**src/sv/ps2m_pkg.sv**
```systemverilog
package ps2m_pkg;

  localparam int unsigned CFG_W       = 13;
  localparam int unsigned CFG_IDX_W   = 1;
  localparam int unsigned OUT_COORD_W = 12;
  localparam int unsigned OUT_DELTA_W = 16;
  localparam int unsigned BTN_W       = 3;
  localparam int unsigned FLAG_W      = 5;
  localparam int unsigned QUEUE_DEPTH = 2;
  localparam int unsigned QPTR_W      = $clog2(QUEUE_DEPTH);

  localparam logic OP_BYTE = 1'b0;
  localparam logic OP_READ = 1'b1;

  localparam logic [CFG_IDX_W-1:0] REG_SCREEN_WIDTH  = 1'b0;
  localparam logic [CFG_IDX_W-1:0] REG_SCREEN_HEIGHT = 1'b1;

  localparam logic [CFG_W-1:0] WIDTH_RESET  = 13'd640;
  localparam logic [CFG_W-1:0] HEIGHT_RESET = 13'd480;
  localparam logic [31:0]      POS_X_RESET  = 32'd320;
  localparam logic [31:0]      POS_Y_RESET  = 32'd240;

  localparam int unsigned SYNC_BIT  = 3;
  localparam int unsigned X_OVF_BIT = 6;
  localparam int unsigned Y_OVF_BIT = 7;

  localparam int unsigned BTN_LEFT  = 0;
  localparam int unsigned BTN_RIGHT = 1;

  localparam int unsigned FLAG_LBTN_DOWN = 0;
  localparam int unsigned FLAG_LBTN_UP   = 1;
  localparam int unsigned FLAG_RBTN_DOWN = 2;
  localparam int unsigned FLAG_RBTN_UP   = 3;
  localparam int unsigned FLAG_MOVED     = 4;

  typedef struct packed {
    logic       is_read;
    logic [7:0] hdr;
    logic [7:0] xb;
    logic [7:0] yb;
  } cmd_t;

  typedef struct packed {
    logic [OUT_COORD_W-1:0] cursor_x;
    logic [OUT_COORD_W-1:0] cursor_y;
    logic [OUT_DELTA_W-1:0] delta_x;
    logic [OUT_DELTA_W-1:0] delta_y;
    logic [BTN_W-1:0]       buttons;
    logic [FLAG_W-1:0]      flags;
  } res_t;

endpackage

```
**src/sv/ps2m_in_if.sv**
```systemverilog
interface ps2m_in_if;
  logic       valid;
  logic       ready;
  logic       opcode;
  logic [7:0] data_byte;

  modport source (output valid, output opcode, output data_byte, input ready);
  modport sink (input valid, input opcode, input data_byte, output ready);
endinterface

```
**src/sv/ps2m_out_if.sv**
```systemverilog
interface ps2m_out_if;
  logic        valid;
  logic        ready;
  logic [11:0] cursor_x;
  logic [11:0] cursor_y;
  logic [15:0] delta_x;
  logic [15:0] delta_y;
  logic [2:0]  buttons;
  logic        lbtn_down;
  logic        lbtn_up;
  logic        rbtn_down;
  logic        rbtn_up;
  logic        moved;

  modport source (
    output valid, output cursor_x, output cursor_y, output delta_x, output delta_y,
    output buttons, output lbtn_down, output lbtn_up, output rbtn_down,
    output rbtn_up, output moved, input ready
  );
  modport sink (
    input valid, input cursor_x, input cursor_y, input delta_x, input delta_y,
    input buttons, input lbtn_down, input lbtn_up, input rbtn_down,
    input rbtn_up, input moved, output ready
  );
endinterface

```
**src/sv/ps2m_cfg_if.sv**
```systemverilog
interface ps2m_cfg_if;
  logic        valid;
  logic        ready;
  logic        index;
  logic [12:0] data;

  modport source (output valid, output index, output data, input ready);
  modport sink (input valid, input index, input data, output ready);
endinterface

```
**src/sv/ps2m_front.sv**
```systemverilog
module ps2m_front (
  input  logic          clk_i,
  input  logic          rst_ni,
  ps2m_in_if.sink       in_i,
  input  logic          q_full_i,
  output logic          push_o,
  output ps2m_pkg::cmd_t push_cmd_o
);
  import ps2m_pkg::*;

  localparam logic [1:0] IDX_HEADER = 2'd0;
  localparam logic [1:0] IDX_X      = 2'd1;
  localparam logic [1:0] IDX_Y      = 2'd2;

  logic [1:0] idx_q, idx_d;
  logic [7:0] hdr_q, hdr_d;
  logic [7:0] xb_q, xb_d;
  logic       accept;

  assign in_i.ready = !q_full_i;
  assign accept     = in_i.valid && in_i.ready;

  always_comb begin
    idx_d              = idx_q;
    hdr_d              = hdr_q;
    xb_d               = xb_q;
    push_o             = 1'b0;
    push_cmd_o.is_read = 1'b0;
    push_cmd_o.hdr     = hdr_q;
    push_cmd_o.xb      = xb_q;
    push_cmd_o.yb      = in_i.data_byte;
    if (accept) begin
      if (in_i.opcode == OP_READ) begin
        push_o             = 1'b1;
        push_cmd_o.is_read = 1'b1;
      end else begin
        case (idx_q)
          IDX_HEADER: begin
            if (in_i.data_byte[SYNC_BIT]) begin
              hdr_d = in_i.data_byte;
              idx_d = IDX_X;
            end
          end
          IDX_X: begin
            xb_d  = in_i.data_byte;
            idx_d = IDX_Y;
          end
          default: begin
            idx_d  = IDX_HEADER;
            push_o = 1'b1;
          end
        endcase
      end
    end
  end

  always_ff @(posedge clk_i or negedge rst_ni) begin
    if (!rst_ni) begin
      idx_q <= IDX_HEADER;
      hdr_q <= '0;
      xb_q  <= '0;
    end else begin
      idx_q <= idx_d;
      hdr_q <= hdr_d;
      xb_q  <= xb_d;
    end
  end

endmodule

```
**src/sv/ps2m_queue.sv**
```systemverilog
module ps2m_queue (
  input  logic           clk_i,
  input  logic           rst_ni,
  input  logic           push_i,
  input  ps2m_pkg::cmd_t push_cmd_i,
  output logic           full_o,
  output logic           cmd_valid_o,
  output ps2m_pkg::cmd_t cmd_o,
  input  logic           pop_i
);
  import ps2m_pkg::*;

  cmd_t              mem_q [QUEUE_DEPTH];
  logic [QPTR_W-1:0] wr_ptr_q, wr_ptr_d;
  logic [QPTR_W-1:0] rd_ptr_q, rd_ptr_d;
  logic [QPTR_W:0]   cnt_q, cnt_d;
  logic              do_push, do_pop;

  assign full_o      = (cnt_q == (QPTR_W+1)'(QUEUE_DEPTH));
  assign cmd_valid_o = (cnt_q != '0);
  assign cmd_o       = mem_q[rd_ptr_q];
  assign do_push     = push_i && !full_o;
  assign do_pop      = pop_i && cmd_valid_o;

  always_comb begin
    wr_ptr_d = wr_ptr_q;
    rd_ptr_d = rd_ptr_q;
    cnt_d    = cnt_q;
    if (do_push) begin
      wr_ptr_d = (wr_ptr_q == QPTR_W'(QUEUE_DEPTH - 1)) ? '0 : wr_ptr_q + 1'b1;
    end
    if (do_pop) begin
      rd_ptr_d = (rd_ptr_q == QPTR_W'(QUEUE_DEPTH - 1)) ? '0 : rd_ptr_q + 1'b1;
    end
    if (do_push && !do_pop) begin
      cnt_d = cnt_q + 1'b1;
    end else if (!do_push && do_pop) begin
      cnt_d = cnt_q - 1'b1;
    end
  end

  always_ff @(posedge clk_i) begin
    if (do_push) begin
      mem_q[wr_ptr_q] <= push_cmd_i;
    end
  end

  always_ff @(posedge clk_i or negedge rst_ni) begin
    if (!rst_ni) begin
      wr_ptr_q <= '0;
      rd_ptr_q <= '0;
      cnt_q    <= '0;
    end else begin
      wr_ptr_q <= wr_ptr_d;
      rd_ptr_q <= rd_ptr_d;
      cnt_q    <= cnt_d;
    end
  end

endmodule

```
**src/sv/ps2m_back.sv**
```systemverilog
module ps2m_back #(
  parameter int unsigned COORD_BITS = 12,
  parameter int unsigned ACCUM_BITS = 16
) (
  input  logic                       clk_i,
  input  logic                       rst_ni,
  input  logic [ps2m_pkg::CFG_W-1:0] width_i,
  input  logic [ps2m_pkg::CFG_W-1:0] height_i,
  input  logic                       cmd_valid_i,
  input  ps2m_pkg::cmd_t             cmd_i,
  output logic                       pop_o,
  ps2m_out_if.source                 res_o
);
  import ps2m_pkg::*;

  localparam int unsigned CB = COORD_BITS;
  localparam int unsigned AW = ACCUM_BITS;
  localparam logic signed [AW:0] ACC_HI = {2'b00, {(AW-1){1'b1}}};
  localparam logic signed [AW:0] ACC_LO = {2'b11, {(AW-1){1'b0}}};

  logic [BTN_W-1:0]     btn_q, btn_d;
  logic [CB-1:0]        pos_x_q, pos_x_d;
  logic [CB-1:0]        pos_y_q, pos_y_d;
  logic signed [AW-1:0] acc_x_q, acc_x_d;
  logic signed [AW-1:0] acc_y_q, acc_y_d;
  logic [FLAG_W-1:0]    flags_q, flags_d;
  logic                 out_valid_q, out_valid_d;
  res_t                 res_q, res_d;

  logic signed [8:0]    dx, dy, dyn;
  logic [BTN_W-1:0]     btn_new;
  logic                 motion;
  logic signed [AW:0]   sum_x, sum_y;
  logic signed [CB+1:0] vx, vy;
  logic signed [31:0]   ax32, ay32;
  logic                 can_load;

  function automatic logic [CB:0] eff_bound(input logic [CFG_W-1:0] cfg);
    logic [31:0] c32;
    c32 = 32'(cfg);
    if (c32 > (32'd1 << CB)) begin
      c32 = 32'd1 << CB;
    end
    return c32[CB:0];
  endfunction

  function automatic logic [CB-1:0] clamp_axis(input logic signed [CB+1:0] v,
                                               input logic [CB:0] b);
    logic [CB:0] bm1;
    bm1 = b - 1'b1;
    if (v < 0) begin
      return '0;
    end else if (v >= signed'({1'b0, b})) begin
      return bm1[CB-1:0];
    end else begin
      return v[CB-1:0];
    end
  endfunction

  function automatic logic signed [AW-1:0] sat(input logic signed [AW:0] s);
    logic signed [AW:0] r;
    r = s;
    if (s > ACC_HI) begin
      r = ACC_HI;
    end else if (s < ACC_LO) begin
      r = ACC_LO;
    end
    return r[AW-1:0];
  endfunction

  assign can_load = !out_valid_q || res_o.ready;
  assign pop_o    = cmd_valid_i && (!cmd_i.is_read || can_load);

  always_comb begin
    dx      = cmd_i.hdr[X_OVF_BIT] ? '0 : signed'({cmd_i.xb[7], cmd_i.xb});
    dy      = cmd_i.hdr[Y_OVF_BIT] ? '0 : signed'({cmd_i.yb[7], cmd_i.yb});
    dyn     = -dy;
    btn_new = cmd_i.hdr[BTN_W-1:0];
    motion  = (dx != '0) || (dy != '0);
    sum_x   = (AW+1)'(acc_x_q) + (AW+1)'(dx);
    sum_y   = (AW+1)'(acc_y_q) + (AW+1)'(dyn);
    vx      = signed'({2'b00, pos_x_q}) + (CB+2)'(dx);
    vy      = signed'({2'b00, pos_y_q}) + (CB+2)'(dyn);
    ax32    = 32'(acc_x_q);
    ay32    = 32'(acc_y_q);
  end

  always_comb begin
    btn_d       = btn_q;
    pos_x_d     = pos_x_q;
    pos_y_d     = pos_y_q;
    acc_x_d     = acc_x_q;
    acc_y_d     = acc_y_q;
    flags_d     = flags_q;
    out_valid_d = out_valid_q;
    res_d       = res_q;
    if (res_o.ready) begin
      out_valid_d = 1'b0;
    end
    if (pop_o) begin
      if (cmd_i.is_read) begin
        out_valid_d    = 1'b1;
        res_d.cursor_x = OUT_COORD_W'(32'(pos_x_q));
        res_d.cursor_y = OUT_COORD_W'(32'(pos_y_q));
        res_d.delta_x  = ax32[OUT_DELTA_W-1:0];
        res_d.delta_y  = ay32[OUT_DELTA_W-1:0];
        res_d.buttons  = btn_q;
        res_d.flags    = flags_q;
        acc_x_d        = '0;
        acc_y_d        = '0;
        flags_d        = '0;
      end else begin
        btn_d = btn_new;
        if (btn_new[BTN_LEFT] && !btn_q[BTN_LEFT]) begin
          flags_d[FLAG_LBTN_DOWN] = 1'b1;
        end
        if (!btn_new[BTN_LEFT] && btn_q[BTN_LEFT]) begin
          flags_d[FLAG_LBTN_UP] = 1'b1;
        end
        if (btn_new[BTN_RIGHT] && !btn_q[BTN_RIGHT]) begin
          flags_d[FLAG_RBTN_DOWN] = 1'b1;
        end
        if (!btn_new[BTN_RIGHT] && btn_q[BTN_RIGHT]) begin
          flags_d[FLAG_RBTN_UP] = 1'b1;
        end
        if (motion) begin
          acc_x_d             = sat(sum_x);
          acc_y_d             = sat(sum_y);
          pos_x_d             = clamp_axis(vx, eff_bound(width_i));
          pos_y_d             = clamp_axis(vy, eff_bound(height_i));
          flags_d[FLAG_MOVED] = 1'b1;
        end
      end
    end
  end

  always_ff @(posedge clk_i or negedge rst_ni) begin
    if (!rst_ni) begin
      btn_q       <= '0;
      pos_x_q     <= POS_X_RESET[CB-1:0];
      pos_y_q     <= POS_Y_RESET[CB-1:0];
      acc_x_q     <= '0;
      acc_y_q     <= '0;
      flags_q     <= '0;
      out_valid_q <= 1'b0;
    end else begin
      btn_q       <= btn_d;
      pos_x_q     <= pos_x_d;
      pos_y_q     <= pos_y_d;
      acc_x_q     <= acc_x_d;
      acc_y_q     <= acc_y_d;
      flags_q     <= flags_d;
      out_valid_q <= out_valid_d;
    end
  end

  always_ff @(posedge clk_i) begin
    res_q <= res_d;
  end

  assign res_o.valid     = out_valid_q;
  assign res_o.cursor_x  = res_q.cursor_x;
  assign res_o.cursor_y  = res_q.cursor_y;
  assign res_o.delta_x   = res_q.delta_x;
  assign res_o.delta_y   = res_q.delta_y;
  assign res_o.buttons   = res_q.buttons;
  assign res_o.lbtn_down = res_q.flags[FLAG_LBTN_DOWN];
  assign res_o.lbtn_up   = res_q.flags[FLAG_LBTN_UP];
  assign res_o.rbtn_down = res_q.flags[FLAG_RBTN_DOWN];
  assign res_o.rbtn_up   = res_q.flags[FLAG_RBTN_UP];
  assign res_o.moved     = res_q.flags[FLAG_MOVED];

endmodule

```
**src/sv/ps2_mouse_packet_decoder.sv**
```systemverilog
// ps2 mouse packet decoder, 3-byte standard packets
// in_i: one transaction per received mouse byte (opcode byte) or per read
// request (opcode read); data_byte is ignored for reads.
// res_o: one transaction per read, carrying cursor position, accumulated
// deltas, buttons and sticky event flags as they stood before the read
// cleared the deltas and flags. bytes produce no transaction.
// cfg_i: index 0 screen width, index 1 screen height; a zero write is
// dropped. write only while the block is idle; always ready.
// throughput: one input transaction per cycle while the queue has room.
// the front assembles packets, a two-entry command queue feeds the back,
// which retires one command per cycle unless a read meets a held result,
// and owns the result register. a read goes from the queue into the
// result register on res_o, behind any commands still queued ahead of it.
// reset: cursor at 320,240 (masked to the coordinate width), bounds
// 640x480, deltas, buttons and flags zero, packet framing at header.
// stall: the result holds on res_o until taken; packets keep retiring
// behind it, a following read waits in the queue, and in_i drops ready
// once the queue is full.
module ps2_mouse_packet_decoder #(
  parameter int unsigned COORD_BITS = 12,
  parameter int unsigned ACCUM_BITS = 16
) (
  input  logic       clk_i,
  input  logic       rst_ni,
  ps2m_in_if.sink    in_i,
  ps2m_out_if.source res_o,
  ps2m_cfg_if.sink   cfg_i
);
  import ps2m_pkg::*;

  logic [CFG_W-1:0] width_q, width_d;
  logic [CFG_W-1:0] height_q, height_d;
  logic             push, q_full, cmd_valid, pop;
  cmd_t             push_cmd, cmd;

  assign cfg_i.ready = 1'b1;

  always_comb begin
    width_d  = width_q;
    height_d = height_q;
    if (cfg_i.valid && cfg_i.ready && (cfg_i.data != '0)) begin
      case (cfg_i.index)
        REG_SCREEN_WIDTH:  width_d  = cfg_i.data;
        REG_SCREEN_HEIGHT: height_d = cfg_i.data;
        default: begin
        end
      endcase
    end
  end

  always_ff @(posedge clk_i or negedge rst_ni) begin
    if (!rst_ni) begin
      width_q  <= WIDTH_RESET;
      height_q <= HEIGHT_RESET;
    end else begin
      width_q  <= width_d;
      height_q <= height_d;
    end
  end

  ps2m_front u_front (
    .clk_i      (clk_i),
    .rst_ni     (rst_ni),
    .in_i       (in_i),
    .q_full_i   (q_full),
    .push_o     (push),
    .push_cmd_o (push_cmd)
  );

  ps2m_queue u_queue (
    .clk_i       (clk_i),
    .rst_ni      (rst_ni),
    .push_i      (push),
    .push_cmd_i  (push_cmd),
    .full_o      (q_full),
    .cmd_valid_o (cmd_valid),
    .cmd_o       (cmd),
    .pop_i       (pop)
  );

  ps2m_back #(
    .COORD_BITS (COORD_BITS),
    .ACCUM_BITS (ACCUM_BITS)
  ) u_back (
    .clk_i       (clk_i),
    .rst_ni      (rst_ni),
    .width_i     (width_q),
    .height_i    (height_q),
    .cmd_valid_i (cmd_valid),
    .cmd_i       (cmd),
    .pop_o       (pop),
    .res_o       (res_o)
  );

endmodule

```
**src/flat_wrapper.sv**
```systemverilog
// flat-port wrapper written by rule: the top's interface ports become plain ports
module ps2_mouse_packet_decoder_flat import ps2m_pkg::*;
#(
  parameter int unsigned COORD_BITS = 12,
  parameter int unsigned ACCUM_BITS = 16
)
  (clk_i, rst_ni, in_i_valid, in_i_opcode, in_i_data_byte, in_i_ready, res_o_valid, res_o_cursor_x, res_o_cursor_y, res_o_delta_x, res_o_delta_y, res_o_buttons, res_o_lbtn_down, res_o_lbtn_up, res_o_rbtn_down, res_o_rbtn_up, res_o_moved, res_o_ready, cfg_i_valid, cfg_i_index, cfg_i_data, cfg_i_ready);
  ps2m_in_if in_i_i ();
  ps2m_out_if res_o_i ();
  ps2m_cfg_if cfg_i_i ();
  input  logic clk_i;
  input  logic rst_ni;
  input wire logic [$bits(in_i_i.valid)-1:0] in_i_valid;
  input wire logic [$bits(in_i_i.opcode)-1:0] in_i_opcode;
  input wire logic [$bits(in_i_i.data_byte)-1:0] in_i_data_byte;
  output wire logic [$bits(in_i_i.ready)-1:0] in_i_ready;
  output wire logic [$bits(res_o_i.valid)-1:0] res_o_valid;
  output wire logic [$bits(res_o_i.cursor_x)-1:0] res_o_cursor_x;
  output wire logic [$bits(res_o_i.cursor_y)-1:0] res_o_cursor_y;
  output wire logic [$bits(res_o_i.delta_x)-1:0] res_o_delta_x;
  output wire logic [$bits(res_o_i.delta_y)-1:0] res_o_delta_y;
  output wire logic [$bits(res_o_i.buttons)-1:0] res_o_buttons;
  output wire logic [$bits(res_o_i.lbtn_down)-1:0] res_o_lbtn_down;
  output wire logic [$bits(res_o_i.lbtn_up)-1:0] res_o_lbtn_up;
  output wire logic [$bits(res_o_i.rbtn_down)-1:0] res_o_rbtn_down;
  output wire logic [$bits(res_o_i.rbtn_up)-1:0] res_o_rbtn_up;
  output wire logic [$bits(res_o_i.moved)-1:0] res_o_moved;
  input wire logic [$bits(res_o_i.ready)-1:0] res_o_ready;
  input wire logic [$bits(cfg_i_i.valid)-1:0] cfg_i_valid;
  input wire logic [$bits(cfg_i_i.index)-1:0] cfg_i_index;
  input wire logic [$bits(cfg_i_i.data)-1:0] cfg_i_data;
  output wire logic [$bits(cfg_i_i.ready)-1:0] cfg_i_ready;
  assign in_i_i.valid = in_i_valid;
  assign in_i_i.opcode = in_i_opcode;
  assign in_i_i.data_byte = in_i_data_byte;
  assign in_i_ready = in_i_i.ready;
  assign res_o_valid = res_o_i.valid;
  assign res_o_cursor_x = res_o_i.cursor_x;
  assign res_o_cursor_y = res_o_i.cursor_y;
  assign res_o_delta_x = res_o_i.delta_x;
  assign res_o_delta_y = res_o_i.delta_y;
  assign res_o_buttons = res_o_i.buttons;
  assign res_o_lbtn_down = res_o_i.lbtn_down;
  assign res_o_lbtn_up = res_o_i.lbtn_up;
  assign res_o_rbtn_down = res_o_i.rbtn_down;
  assign res_o_rbtn_up = res_o_i.rbtn_up;
  assign res_o_moved = res_o_i.moved;
  assign res_o_i.ready = res_o_ready;
  assign cfg_i_i.valid = cfg_i_valid;
  assign cfg_i_i.index = cfg_i_index;
  assign cfg_i_i.data = cfg_i_data;
  assign cfg_i_ready = cfg_i_i.ready;
  ps2_mouse_packet_decoder #(.COORD_BITS(COORD_BITS), .ACCUM_BITS(ACCUM_BITS)) u_core (.clk_i(clk_i), .rst_ni(rst_ni), .in_i(in_i_i), .res_o(res_o_i), .cfg_i(cfg_i_i));
endmodule
```
**config.mk**
```make
export PLATFORM = sky130hd
export DESIGN_NAME = ps2_mouse_packet_decoder_flat
export DESIGN_NICKNAME = d
export VERILOG_FILES = /design/src/sv/ps2m_pkg.sv /design/src/sv/ps2m_in_if.sv /design/src/sv/ps2m_out_if.sv /design/src/sv/ps2m_cfg_if.sv /design/src/sv/ps2m_front.sv /design/src/sv/ps2m_queue.sv /design/src/sv/ps2m_back.sv /design/src/sv/ps2_mouse_packet_decoder.sv /design/src/flat_wrapper.sv
export SDC_FILE = /design/constraint.sdc
export NUM_CORES = 1
export LEC_CHECK = 0
export BUFFER_PORTS_ARGS = -buffer_cell sky130_fd_sc_hd__buf_4
export CORE_ASPECT_RATIO = 1.4
export CORE_MARGIN = 2
export CORE_UTILIZATION = 30
export DETAILED_ROUTE_END_ITERATION = 10
export PLACE_DENSITY_LB_ADDON = 0.05
export REMOVE_ABC_BUFFERS = 1
export SYNTH_ARGS = -nofsm -noshare
export SYNTH_HDL_FRONTEND = slang
export SYNTH_SLANG_ARGS = --single-unit
```
**constraint.sdc**
```tcl
create_clock -name clk_i -period 8.55 [get_ports clk_i]
set_input_delay 1.71 -clock clk_i [delete_from_list [all_inputs] [get_ports clk_i]]
set_output_delay 1.71 -clock clk_i [all_outputs]
set_load 0.02 [all_outputs]
```
**Word-level counts from Yosys, hierarchy flattened**

Memories as Yosys holds them, arrays and structs flattened.
Cells that the tools add are included.
W data, S select, Z words.

- Memories kept: 1
- Output and inout port bits: 67
- Memory bits (writable): 50
- Logic and storage cells: 145
- Bits in registers: 177
- Input port bits: 28

Memories:

| name | depth | bits a word | rd ports | clocked after memory_dff | wr ports | RTL line | text |
|---|---|---|---|---|---|---|---|
| u_core.u_queue.mem_q | 2 | 25 | 1 | 0 | 1 | ps2m_queue.sv:13 | `cmd_t mem_q [QUEUE_DEPTH];` |

- Reduce and logical (&&, ||, !) cells: 48
- Mux-type cells: 44
- Bitwise logic cells: 3
- Equal/unequal tests: 3
- Add/subtract/negate cells: 11
- Magnitude comparators: 10

Operators by type and width:

| cell | number |
|---|---|
| $mux W16 | 8 |
| $mux W13 | 8 |
| $mux W12 | 4 |
| $add A16 B9 Y17 | 2 |
| $gt A17 B16 Y1 const B | 2 |
| $lt A17 B16 Y1 const B | 2 |
| $add A13 B9 Y14 | 2 |
| $ge A14 B14 Y1 | 2 |
| $lt A14 B1 Y1 const B | 2 |
| $gt A13 B13 Y1 const B | 2 |
| $sub A12 B1 Y12 const B | 2 |
| $mux W9 | 2 |
| $reduce_and A2 Y1 | 9 |
| $reduce_bool A9 Y1 | 2 |
| $mux W1 | 17 |
| $reduce_bool A2 Y1 | 7 |
| $reduce_bool A13 Y1 | 1 |
| $logic_and A1 B1 Y1 | 11 |
| $logic_not A1 Y1 | 9 |
| $neg A9 Y9 | 1 |
| $reduce_and A3 Y1 | 3 |
| $mux W2 | 3 |
| $mux W5 | 1 |
| $pmux W2 S2 | 1 |
| 11 further kinds | 16 |

**Logic depth before layout (Yosys ltp)**

- Word-level depth: 10
- Depth in mapped cells: 24
- Gate-level depth less buffers: 21

**Hierarchy**

A second synthesis with hierarchy kept.

- Cells, all modules: 1094
- Area total of the unflattened synthesis: 12857.3 sq um

Modules (own cells, without submodules):

| module | sequential area each (sq um) | cells each | times used | area an instance (sq um) |
|---|---|---|---|---|
| ps2m_back | 3555.9 | 876 | 1 | 8884.8 |
| ps2m_queue | 1601.5 | 97 | 1 | 2105.8 |
| ps2_mouse_packet_decoder | 658.1 | 66 | 1 | 1061.0 |
| ps2m_front | 450.4 | 55 | 1 | 805.8 |

**Worst setup path before layout**

OpenSTA, ideal clock, no wires.

- Path type: input to register
- Start: input port res_o_ready
- End: register u_core.u_back.out_valid_q, in the netlist u_core.u_back.res_o.valid
- Setup time: 0.093 ns
- Slack: 1.609 ns
- Cell stages on the path: 3
- Arrival: 6.847 ns
- Buffers on the path: 0
- Required time: 8.457 ns
- Path through: nor2b_1 -> nor3_1 -> or2_2

- Longest elaborated chain between the ends: 4
- Elaborated cells on any way between the ends: 6
- Those cells by class: mux (3); reduce/logical (3)

RTL lines:

| item | RTL line | text |
|---|---|---|
| from (decl) | flat_wrapper.sv:28 | `input wire logic [$bits(res_o_i.ready)-1:0] res_o_ready;` |
| $logic_or A1 B1 Y1 | ps2m_back.sv:71 | `assign can_load = !out_valid_q \|\| res_o.ready;` |
| $logic_or A1 B1 Y1 | ps2m_back.sv:72 | `assign pop_o = cmd_valid_i && (!cmd_i.is_read \|\| can_load);` |
| $logic_and A1 B1 Y1 | ps2m_back.sv:72 |  |
| $mux W1 * | ps2m_back.sv:100 | `if (pop_o) begin` |
| net u_core.u_back.out_valid_d | ps2m_back.sv:27 | `logic out_valid_q, out_valid_d;` |
| to (signal assigned) | ps2m_back.sv:153 | `out_valid_q <= out_valid_d;` |
| to (decl) | ps2m_back.sv:27 |  |

Mark *: on every way through the listed nets, which the timed path passes. The rest lies on a longest branch.
A chain may end at the register's enable or synchronous reset.

**Worst setup path in the final report**

- Start: register u_core.u_queue.rd_ptr_q
- End: register u_core.u_back.pos_y_q[1]

- Longest elaborated chain between the ends: 7
- Elaborated cells on any way between the ends: 17
- Those cells by class: add/sub (2); order compare (2); mux (4); bitwise (1); reduce/logical (7); memory (1)

RTL lines:

| item | RTL line | text |
|---|---|---|
| from (decl) | ps2m_queue.sv:15 | `logic [QPTR_W-1:0] rd_ptr_q, rd_ptr_d;` |
| from (signal assigned) | ps2m_queue.sv:55 | `rd_ptr_q <= rd_ptr_d;` |
| $mem_v2 Z2 W25 * | -- |  |
| $mux W9 | ps2m_back.sv:76 | `dy = cmd_i.hdr[Y_OVF_BIT] ? '0 : signed'({cmd_i.yb[7], cmd_i.yb});` |
| $neg A9 Y9 | ps2m_back.sv:77 | `dyn = -dy;` |
| $add A13 B9 Y14 | ps2m_back.sv:83 | `vy = signed'({2'b00, pos_y_q}) + (CB+2)'(dyn);` |
| $ge A14 B14 Y1 | ps2m_back.sv:53 | `end else if (v >= signed'({1'b0, b})) begin` |
| $mux W12 | ps2m_back.sv:53 |  |
| $mux W12 | ps2m_back.sv:51 | `if (v < 0) begin` |
| to (signal assigned) | ps2m_back.sv:141 | `pos_y_q <= POS_Y_RESET[CB-1:0];` |
| to (signal assigned) | ps2m_back.sv:149 | `pos_y_q <= pos_y_d;` |
| to (decl) | ps2m_back.sv:23 | `logic [CB-1:0] pos_y_q, pos_y_d;` |

Mark *: on every way between the ends. The rest lies on a longest branch, timed or not.

==> run summary <==
wire length per cell after detailed routing - 18.4 um
type of the worst setup path - reg2reg
met2 WL - 15.7 mm
GRT Residual Overflow - 0
number of buffers inserted by hold repair at cts - 0
die boundary height - 241 um
maximum number of pins on one net before global-route repair - 59
half-perimeter wire length of the detailed placement result - 23.4 mm
core footprint - 0.0395 mm^2
Final Net Count - 1289
sequential-to-total area share from yosys stat - 49.8%
longest individual stage delay on the worst path - 860 ps
critical path endpoint category - flop
via count of the first global-routing pass - 8785
summed negative setup slack over all endpoints - 0 ps
Netlist cell types - 77
number of DRC markers in iteration 0 - 402
first-pass GRT wire length - 50.4 mm
post-layout utilization of the core - 35.9%
Synth Flop Type - sky130_fd_sc_hd__edfxtp_1
number of failing hold endpoints at the final stage - 0
detailed-route vias per instance - 4.95
clock root cell - sky130_fd_sc_hd__clkbuf_16
relative slew slack - 19.1%
number of gates resized after CTS - 0
number of synthesized flops with an enable pin - 108
number of setup violations in the final report - 0
htree depth - 1
post-synthesis mux area share - 6.17%
initial antenna violation count - 0
Met3 Routed Length - 1.11 mm
number of detailed-route iterations in the first pass - 6
cell with the biggest individual delay on the critical path - sky130_fd_sc_hd__dfrtp_1
combined area of all synthesized cells - 0.0121 mm^2
latest clock arrival within the worst-skew pair - 550 ps
met1 wire length - 14.3 mm
GRT Total Usage - 15.2%
Hold/Removal Path Class - reg2reg
DR vias - 8476
global placement routability congestion - 0.813
most common cell after layout, fill and taps aside - sky130_fd_sc_hd__edfxtp_1
area fraction in compound gates after synthesis - 15.2%
number of buffers on the longest clock path - 3
basic-gate share of the synthesized area counting and, or, nand and nor cells - 10.8%
required time of the critical path - 8990 ps
achievable frequency - 162 MHz
maxcap violations - 0
RSZ-0062 raised after global routing - false
clock tree from TritonCTS - done
final critical delay including setup and external delays - 6190 ps
main combinational cell family by area after synthesis - compound AO/OA/AOI/OAI gates
area of the die - 0.0419 mm^2
number of rows created at floorplan - 86
clock-pin slew of the registers on the worst-case setup and hold paths - 70 ps
Crit Path Max Fanout - 21
DR top layer - met4
number of buffers inserted during clock tree synthesis - 24
run status - finished clean
final WL - 31.6 mm
number of instances in the synthesized netlist - 1063
register bit total from synthesis - 218
DRC violations left - 0
Port-buffer cells - 93
Sinks on Clock Net - 218
post-route antenna net violation count - 0
arrival time reported for the critical path endpoint - 6630 ps
synthesized-area fraction occupied by adder cells - 10.7%
fraction of synthesis flops using an asynchronous set or reset pin - 50.5%
# diodes - 0
I/O pin count - 95
Horiz. Die Dim - 174 um
count of buffers added by post-CTS timing repair for setup - 0
most prevalent standard cell on the critical path - sky130_fd_sc_hd__ha_1
Pins Over Slew Limit - 0
share of cells above drive strength 1 - 19.1%
transition time of the tightest slew-check pin - 1200 ps
Synth Warn # - 0
Area growth, synth to finish - 17.5%
cells along the critical path - mux2i_1 -> nand2_1 -> ha_1 -> nand2_1 -> nor3_1 -> ha_1 -> ha_1 -> a21oi_1 -> o21bai_1 -> a21oi_1 -> o21ai_0 -> xnor2_1 -> ha_1 -> a211o_1 -> a2111oi_0 -> a41o_1 -> mux2_2 -> o31ai_1
most frequent cells in the layout - sky130_fd_sc_hd__edfxtp_1 (108), sky130_fd_sc_hd__buf_4 (107), sky130_fd_sc_hd__nand2_1 (103), sky130_fd_sc_hd__dfrtp_1 (98), sky130_fd_sc_hd__ha_1 (91)
final period utilization - 72.4%
worst clock skew - 19.6 ps
xor-xnor portion of the synthesized cell area - 4.94%
post-synthesis area per instance - 11.4 um^2
CP startpoint kind - flop
Initial Util - 30.6%
Hold Slack - 454 ps
==> cells by family (layout without fill, tap and decap cells) <==
kind of cell	after synthesis	after routing
simple gates	279	279
compound gates	253	253
flops	218	218
fa+ha+maj	102	102
buf+inv	73	194
mux	69	69
xor+xnor	68	68
other cells	1	1
==> routing by layer <==
layer / vias up / track usage [%]
met4: 0 / 3.67
met1: 4111 / 19.3
li1: 4213 / -
met2: 124 / 27.4
met5: - / 0
met3: 28 / 2.18
==> per-stage QoR <==
stage / cells / instance area (um^2) / worst slack [ps]
3_3_place_gp: 1668 / 13400 / 2530
2_1_floorplan: 1033 / 11900 / 1610
6_report: 1712 / 14200 / 2360
4_1_cts: 1712 / 14200 / 2280
5_1_grt: 1712 / 14200 / 1740
3_5_place_dp: 1668 / 13400 / 2350
==> Yosys cell counts (all sizes together), types with 26 or more instances <==
| master | instances | area share (%) |
|---|---|---|
| a21oi | 59 | 2.5 |
| dfrtp | 98 | 20 |
| edfxtp | 108 | 27 |
| ha | 91 | 9.4 |
| inv | 42 | 1.3 |
| mux2 | 43 | 4.0 |
| mux2i | 26 | 2.2 |
| nand2 | 104 | 3.2 |
| nand3 | 26 | 1.1 |
| nor2 | 56 | 1.7 |
| nor3 | 34 | 1.5 |
| o21ai | 38 | 1.6 |
| xnor2 | 44 | 3.2 |
==> worst max-delay path, delay by kind of cell (launching register included) <==
family | cells | cell delay, ps
and+or+nand+nor | 3 | 310
adders and majority gates | 4 | 1680
xor gates and xnor gates | 1 | 250
muxes | 2 | 830
AOI/OAI and AO/OA | 8 | 2140
DFF | 1 | 860
==> registers in the layout, summed over array words and instances, names as in the netlist, 3 cells and up <==
signal	count
u_core.u_back.acc_x_q	16
u_core.width_q	13
u_core.u_queue.mem_q	44
u_core.u_front.hdr_q	5
u_core.u_back.pos_x_q	12
u_core.u_back.res_o.cursor_x	12
u_core.u_back.acc_y_q	16
u_core.u_back.btn_q	3
u_core.u_back.res_o.delta_x	16
u_core.u_back.res_o.cursor_y	12
u_core.u_back.flags_q	5
u_core.height_q	13
u_core.u_back.pos_y_q	12
u_core.u_back.res_o.delta_y	16
u_core.u_back.res_o.buttons	3
u_core.u_front.xb_q	8
==> worst paths after layout <==
kind	slack [ps]	start	endpoint	cells after the start
worst max-delay path	2360	u_core.u_queue.rd_ptr_q	u_core.u_back.pos_y_q[1]	18
worst min-delay path	450	u_core.u_back.flags_q[2]	u_core.u_back.res_o.rbtn_down	0
worst max register to register	2360	u_core.u_queue.rd_ptr_q	u_core.u_back.pos_y_q[1]	18
worst min register to register	450	u_core.u_back.flags_q[2]	u_core.u_back.res_o.rbtn_down	0
max in group asynchronous	6000	rst_ni	u_core.u_back.acc_y_q[8]	2
min in group asynchronous	1230	rst_ni	u_core.u_back.res_o.valid	1
==> final cells by class <==
type / count / area, um^2
inverters: 43 / 161
fillers: 3987 / 25300
clock buffers: 28 / 616
well taps: 528 / 661
repair buffers: 107 / 803
multi-input cells: 772 / 5780
flip-flops and latches: 218 / 6010
clock inverters: 16 / 148
Power is not shown: default switching activity piles up to over one toggle a cycle in this logic, so the estimate is an artifact.
